==> src/rtl/bis_pkg.sv <==
// ----------------------------------------------------------------------------
// bis_pkg
// Shared constants and types for the bilinear image sampler.
// ----------------------------------------------------------------------------
`default_nettype none

package bis_pkg;

    localparam int MAX_DIM_DEF     = 256;
    localparam int SAMPLE_BITS_DEF = 16;

    localparam int CFG_W    = 9;   // image_width / image_height register width
    localparam int COORD_W  = 20;  // signed 4.16 coordinates
    localparam int FRAC_W   = 16;
    localparam int UNIT_W   = FRAC_W + 1;  // clamped coordinate, 0 .. one
    localparam int STORE_AW = 16;
    localparam int OUT_W    = 16;

    // result slots downstream of the memory: collect, lerp, output
    localparam int CREDITS  = 3;
    localparam int CRED_W   = $clog2(CREDITS + 1);

    localparam logic REQ_WRITE = 1'b0;
    localparam logic REQ_QUERY = 1'b1;

    localparam logic CFG_IDX_WIDTH  = 1'b0;
    localparam logic CFG_IDX_HEIGHT = 1'b1;

    // which of the four texels a read fetches
    typedef enum logic [1:0]
    {
        TAP_00,
        TAP_01,
        TAP_10,
        TAP_11
    } tap_t;

    typedef struct packed
    {
        logic              valid;
        tap_t              tap;
        logic [FRAC_W-1:0] tx;
        logic [FRAC_W-1:0] ty;
    } rd_tag_t;

endpackage

`default_nettype wire

==> src/rtl/bis_filter.sv <==
// ----------------------------------------------------------------------------
// bis_filter
// Gathers the four texels of a query, then two horizontal lerps and one
// vertical lerp, each stage registered, ending in the output register.
// ----------------------------------------------------------------------------
`default_nettype none

module bis_filter #(
    parameter int SAMPLE_BITS = bis_pkg::SAMPLE_BITS_DEF
) (
    input  wire logic                        clk,
    input  wire logic                        rst_n,
    input  wire logic [SAMPLE_BITS-1:0]      rd_data,
    input  wire bis_pkg::rd_tag_t            rd_tag,
    input  wire logic                        out_stall,
    output logic                             out_valid,
    output logic [bis_pkg::OUT_W-1:0]        sampled_value
);

    localparam int FW = bis_pkg::FRAC_W;

    // a + floor((b - a) * t / 2^16), same as the weighted sum truncated
    function automatic logic [SAMPLE_BITS-1:0] lerp(
        input logic [SAMPLE_BITS-1:0] a,
        input logic [SAMPLE_BITS-1:0] b,
        input logic [FW-1:0]          t
    );
        logic signed [SAMPLE_BITS:0]      diff;
        logic signed [SAMPLE_BITS+FW+1:0] prod;
        logic        [SAMPLE_BITS:0]      sum;
        diff = $signed({1'b0, b}) - $signed({1'b0, a});
        prod = diff * $signed({1'b0, t});
        sum  = {1'b0, a} + prod[SAMPLE_BITS+FW:FW];
        return sum[SAMPLE_BITS-1:0];
    endfunction

    // partial gather
    logic [SAMPLE_BITS-1:0] g00_reg, g01_reg, g10_reg;

    // collect stage
    logic                   c_valid_reg, c_valid_next;
    logic [SAMPLE_BITS-1:0] c00_reg, c01_reg, c10_reg, c11_reg;
    logic [FW-1:0]          c_tx_reg, c_ty_reg;

    // horizontal lerp stage
    logic                   l_valid_reg, l_valid_next;
    logic [SAMPLE_BITS-1:0] l_top_reg, l_bot_reg;
    logic [FW-1:0]          l_ty_reg;

    // output stage
    logic                   o_valid_reg, o_valid_next;
    logic [SAMPLE_BITS-1:0] o_value_reg;

    logic c_load, c_adv, l_adv, o_ready, l_ready;

    assign c_load  = rd_tag.valid && (rd_tag.tap == bis_pkg::TAP_11);
    assign o_ready = !o_valid_reg || !out_stall;
    assign l_adv   = l_valid_reg && o_ready;
    assign l_ready = !l_valid_reg || o_ready;
    assign c_adv   = c_valid_reg && l_ready;

    // the issue side holds back a query unless a slot is free, so the
    // collect stage is empty or draining whenever the last texel lands
    always_comb
    begin
        c_valid_next = c_load || (c_valid_reg && !c_adv);
        l_valid_next = c_adv || (l_valid_reg && !l_adv);
        o_valid_next = l_adv || (o_valid_reg && out_stall);
    end

    always_ff @(posedge clk or negedge rst_n)
    begin
        if (!rst_n)
        begin
            c_valid_reg <= 1'b0;
            l_valid_reg <= 1'b0;
            o_valid_reg <= 1'b0;
        end
        else
        begin
            c_valid_reg <= c_valid_next;
            l_valid_reg <= l_valid_next;
            o_valid_reg <= o_valid_next;
        end
    end

    always_ff @(posedge clk)
    begin
        if (rd_tag.valid)
        begin
            case (rd_tag.tap)
                bis_pkg::TAP_00: g00_reg <= rd_data;
                bis_pkg::TAP_01: g01_reg <= rd_data;
                bis_pkg::TAP_10: g10_reg <= rd_data;
                default:
                begin
                    c00_reg  <= g00_reg;
                    c01_reg  <= g01_reg;
                    c10_reg  <= g10_reg;
                    c11_reg  <= rd_data;
                    c_tx_reg <= rd_tag.tx;
                    c_ty_reg <= rd_tag.ty;
                end
            endcase
        end
        if (c_adv)
        begin
            l_top_reg <= lerp(c00_reg, c01_reg, c_tx_reg);
            l_bot_reg <= lerp(c10_reg, c11_reg, c_tx_reg);
            l_ty_reg  <= c_ty_reg;
        end
        if (l_adv)
        begin
            o_value_reg <= lerp(l_top_reg, l_bot_reg, l_ty_reg);
        end
    end

    assign out_valid     = o_valid_reg;
    assign sampled_value = bis_pkg::OUT_W'(o_value_reg);

endmodule

`default_nettype wire

==> config.mk <==
export PLATFORM = sky130hd
export DESIGN_NAME = bis_filter
export DESIGN_NICKNAME = d
export VERILOG_FILES = /design/src/rtl/bis_pkg.sv /design/src/rtl/bis_filter.sv
export SDC_FILE = /design/constraint.sdc
export NUM_CORES = 2
export LEC_CHECK = 0
export BUFFER_PORTS_ARGS = -buffer_cell sky130_fd_sc_hd__buf_2
export CORE_MARGIN = 8
export CORE_UTILIZATION = 65
export CTS_BUF_LIST = sky130_fd_sc_hd__clkbuf_8 sky130_fd_sc_hd__clkbuf_16
export DETAILED_ROUTE_END_ITERATION = 12
export PLACE_DENSITY = 0.84
export SYNTH_ARGS = -nofsm -noshare
export SYNTH_HDL_FRONTEND = slang
export SYNTH_SLANG_ARGS = --single-unit
==> constraint.sdc <==
create_clock -name clk -period 13.1 [get_ports clk]
set_input_delay 3.93 -clock clk [delete_from_list [all_inputs] [get_ports clk]]
set_output_delay 3.93 -clock clk [all_outputs]
set_load 0.02 [all_outputs]
==> impl_results.rst <==
.. list-table::
   :header-rows: 1

   * - Metric
     - Value
   * - Result of the run
     - finished clean
   * - Number of enable flip-flop cells after synthesis
     - 208
   * - Signal arrival time at the worst endpoint
     - 11060 ps
   * - Top cell type by total area after synthesis
     - sky130_fd_sc_hd__fa_1
   * - Total die area
     - slightly below 70000 µm²
   * - DR vias
     - 27685
   * - Wire length of the first global-routing pass
     - 153 mm
   * - Count of unique library cells instantiated by Yosys
     - 73
   * - GPL Wtd Cong
     - ~0.89
   * - Buffers added on ports
     - 70
   * - Die Span X
     - roughly 260 µm
   * - Setup skew after layout
     - 48.6 ps
   * - Longest Clk Path Bufs
     - 3
   * - Nets
     - 5309
   * - Portion of the post-synthesis area used by sequential elements
     - 15.9%
   * - Clock transition at the registers of the reported paths
     - ~60 ps
   * - Number of flip-flops and latches in the synthesized netlist
     - 211
   * - Startpoint type of the worst setup path
     - flip-flop
   * - RSZ-0062 raised after global routing
     - false
   * - Overflow after GRT
     - 0
   * - Hold Slack
     - approximately 380 ps
   * - Antenna diode instance count
     - 0
   * - Share of post-route cells with drive strength above 1
     - under 10%
   * - Routed vias/inst
     - between 5 and 6
   * - Number of buffers created by CTS
     - 25
   * - Gate family responsible for the most delay along the worst path
     - adder cells
   * - Net Count, Synth
     - 5276
   * - Mapped cell area
     - between 30000 and 40000 µm²
   * - Number of gates given a new drive strength after cts
     - 0
   * - Share of the synthesized area in the top cell type
     - 40.3%
   * - Number of violations of the max-capacitance limit
     - 0
   * - Worst path depth
     - 45
   * - Sum of net half-perimeters after detailed placement
     - 73.2 mm
   * - Clk sink count
     - between 200 and 250
   * - Clk Latency, worst-skew pair
     - between 500 and 600 ps
   * - Number of core rows
     - 90
   * - Antenna Nets Post-Route
     - 0
   * - Worst hold-check path type
     - reg -> reg
   * - R2r worst-path depth
     - 45
   * - Number of search-and-repair iterations in the first detailed-routing pass
     - 8
   * - Pins Over Slew Limit
     - 0
   * - Max-Slew Margin vs Limit
     - 25.8%
   * - Most frequently used flop master after synthesis
     - sky130_fd_sc_hd__edfxtp_1
   * - Chip height
     - roughly 260 µm
   * - Type of the worst setup path
     - reg -> reg
   * - Avg Synthesized Cell Area
     - a little under 10 µm²
   * - Number of buffers added to fix hold violations after cts
     - 0
   * - Buffers inserted by post-CTS timing repair
     - 0
   * - Cell area after layout
     - 42000 µm²
   * - Count of buffering cells on the critical path with inverters included
     - 6
   * - Iteration-0 DRC Markers
     - 2095
   * - Cell at the root of the clock tree
     - sky130_fd_sc_hd__clkbuf_16
   * - Global router's overall resource usage
     - 27.3%
   * - Fin. Hold Viols
     - 0
   * - Final setup vio count
     - 0
   * - Average routed wire per standard cell
     - around 19 µm
   * - Final total negative setup slack
     - 0 ps
   * - Starting utilization of the core area
     - 65.8%
   * - Actual slew at the worst max-slew pin
     - 1110 ps
   * - Clock tree from TritonCTS
     - built
   * - Placed cell area
     - 41200 µm²
   * - Cell type with the highest occurrence count on the critical path
     - sky130_fd_sc_hd__fa_1
   * - DRC viols
     - 0
   * - # H-tree levels
     - 1
   * - Async set-or-reset flop fraction in the synthesized netlist
     - 1.42%
   * - Cell with the largest stage delay on the worst path
     - sky130_fd_sc_hd__fa_1
   * - Maximum fanout count along the critical path
     - 16
   * - Cell count after synthesis
     - slightly above 4000
   * - Top cells by instance count after synthesis
     - 1103 x sky130_fd_sc_hd__inv_1, 801 x sky130_fd_sc_hd__fa_1, 451 x sky130_fd_sc_hd__nand2_1
   * - Count of yosys warnings during synthesis
     - 0
   * - Top Ports
     - 71
   * - Crit-path max cell delay
     - 530 ps
   * - Highest achievable clock rate
     - 0.0928 GHz
   * - Final WL
     - 92.5 mm
   * - Largest net degree at the start of global routing
     - 83
   * - Initial antenna violation count
     - 1
   * - Worst setup EP type
     - flip-flop
   * - Data required time of the worst path
     - 13390 ps
   * - Minimum period implied by the final worst setup slack
     - 10770 ps
   * - Area overhead of the layout relative to synthesis
     - 5.41%
   * - Number of global-route vias before repair
     - between 30000 and 40000
   * - Tcrit/Tclk final
     - around 80%
   * - Most repeated cell in the gate-level netlist after synthesis
     - sky130_fd_sc_hd__inv_1
   * - Leading cell types by total area after synthesis
     - sky130_fd_sc_hd__fa_1 40%, sky130_fd_sc_hd__edfxtp_1 16%, sky130_fd_sc_hd__ha_1 11%
   * - Area inside the core boundary
     - between 60000 and 70000 µm²
   * - Hold depth
     - 0
metrics by stage:
step / utilization, % / setup WS, ps / cells
floorplan: - / 3490 / 4079
global placement: 68.1 / 2720 / 4867
detailed placement: 68.1 / 2430 / 4867
CTS: 69.4 / 2400 / 4912
global route: 69.4 / 1720 / 4912
finish: 69.4 / 2330 / 4912
kinds of logic (layout without fill, tap and decap cells):
| kind of cell | Yosys count | count (layout) | share of synthesized area (%) |
|---|---|---|---|
| buffers and inverters | 1225 | 1276 | 11.6 |
| xor gates and xnor gates | 153 | 153 | 3.44 |
| DFF | 211 | 211 | 15.9 |
| AOI/OAI and AO/OA | 280 | 280 | 4.67 |
| and+or+nand+nor | 1067 | 1067 | 13.4 |
| adders and majority gates | 1143 | 1143 | 51.0 |
path summary, 6_finish.rpt:
kind,start,endpoint,slack [ps]
max,c00_reg[1]$_DFFE_PP_,l_top_reg[15]$_DFFE_PP_,2330
min,g00_reg[3]$_DFFE_PP_,c00_reg[3]$_DFFE_PP_,380
max reg2reg,c00_reg[1]$_DFFE_PP_,l_top_reg[15]$_DFFE_PP_,2330
min reg2reg,g00_reg[3]$_DFFE_PP_,c00_reg[3]$_DFFE_PP_,380
max in group asynchronous,rst_n,out_valid$_DFF_PN0_,9840
min in group asynchronous,rst_n,l_valid_reg$_DFF_PN0_,3140
routing by layer:
layer | up-vias | track usage, % | routed length (µm)
met4 | 0 | 10.3 | 3990
li1 | 12186 | - | -
met2 | 1183 | 46.8 | 45900
met5 | - | 0 | 0
met1 | 14009 | 35.3 | 35200
met3 | 307 | 3.82 | 7360
placed cells by master (no fill, tap or decap), drive strengths merged, types with 7 or more instances in the layout:
cell type / synthesis / layout
o21bai: 14 / 14
o21a: 17 / 17
and2: 309 / 309
nand4: 7 / 7
a211oi: 13 / 13
clkbuf: 108 / 25
a21o: 27 / 27
edfxtp: 208 / 208
o211ai: 12 / 12
inv: 1103 / 1111
and3: 18 / 18
ha: 342 / 342
o21ai: 46 / 46
buf: 14 / 128
nand2: 451 / 451
nor2: 76 / 76
nand2b: 39 / 39
or2: 9 / 9
nor3: 22 / 22
fa: 801 / 801
xor2: 32 / 32
or3: 9 / 9
a21oi: 99 / 99
nor2b: 71 / 71
clkinv: 0 / 10
nand3: 41 / 41
xnor2: 119 / 119
a21boi: 7 / 7
cell type report:
| class | instances | area, µm² |
|---|---|---|
| Fill cell | 4295 | 18500 |
| Timing Repair Buffer | 128 | 786 |
| Multi-Input combinational cell | 2643 | 28900 |
| Clock buffer | 25 | 626 |
| Inverter | 1103 | 4140 |
| Clock inverter | 20 | 170 |
| Tap cell | 782 | 978 |
| Sequential cell | 211 | 6320 |
Power is not shown: default switching activity piles up to over one toggle a cycle in this logic, so the estimate is an artifact.
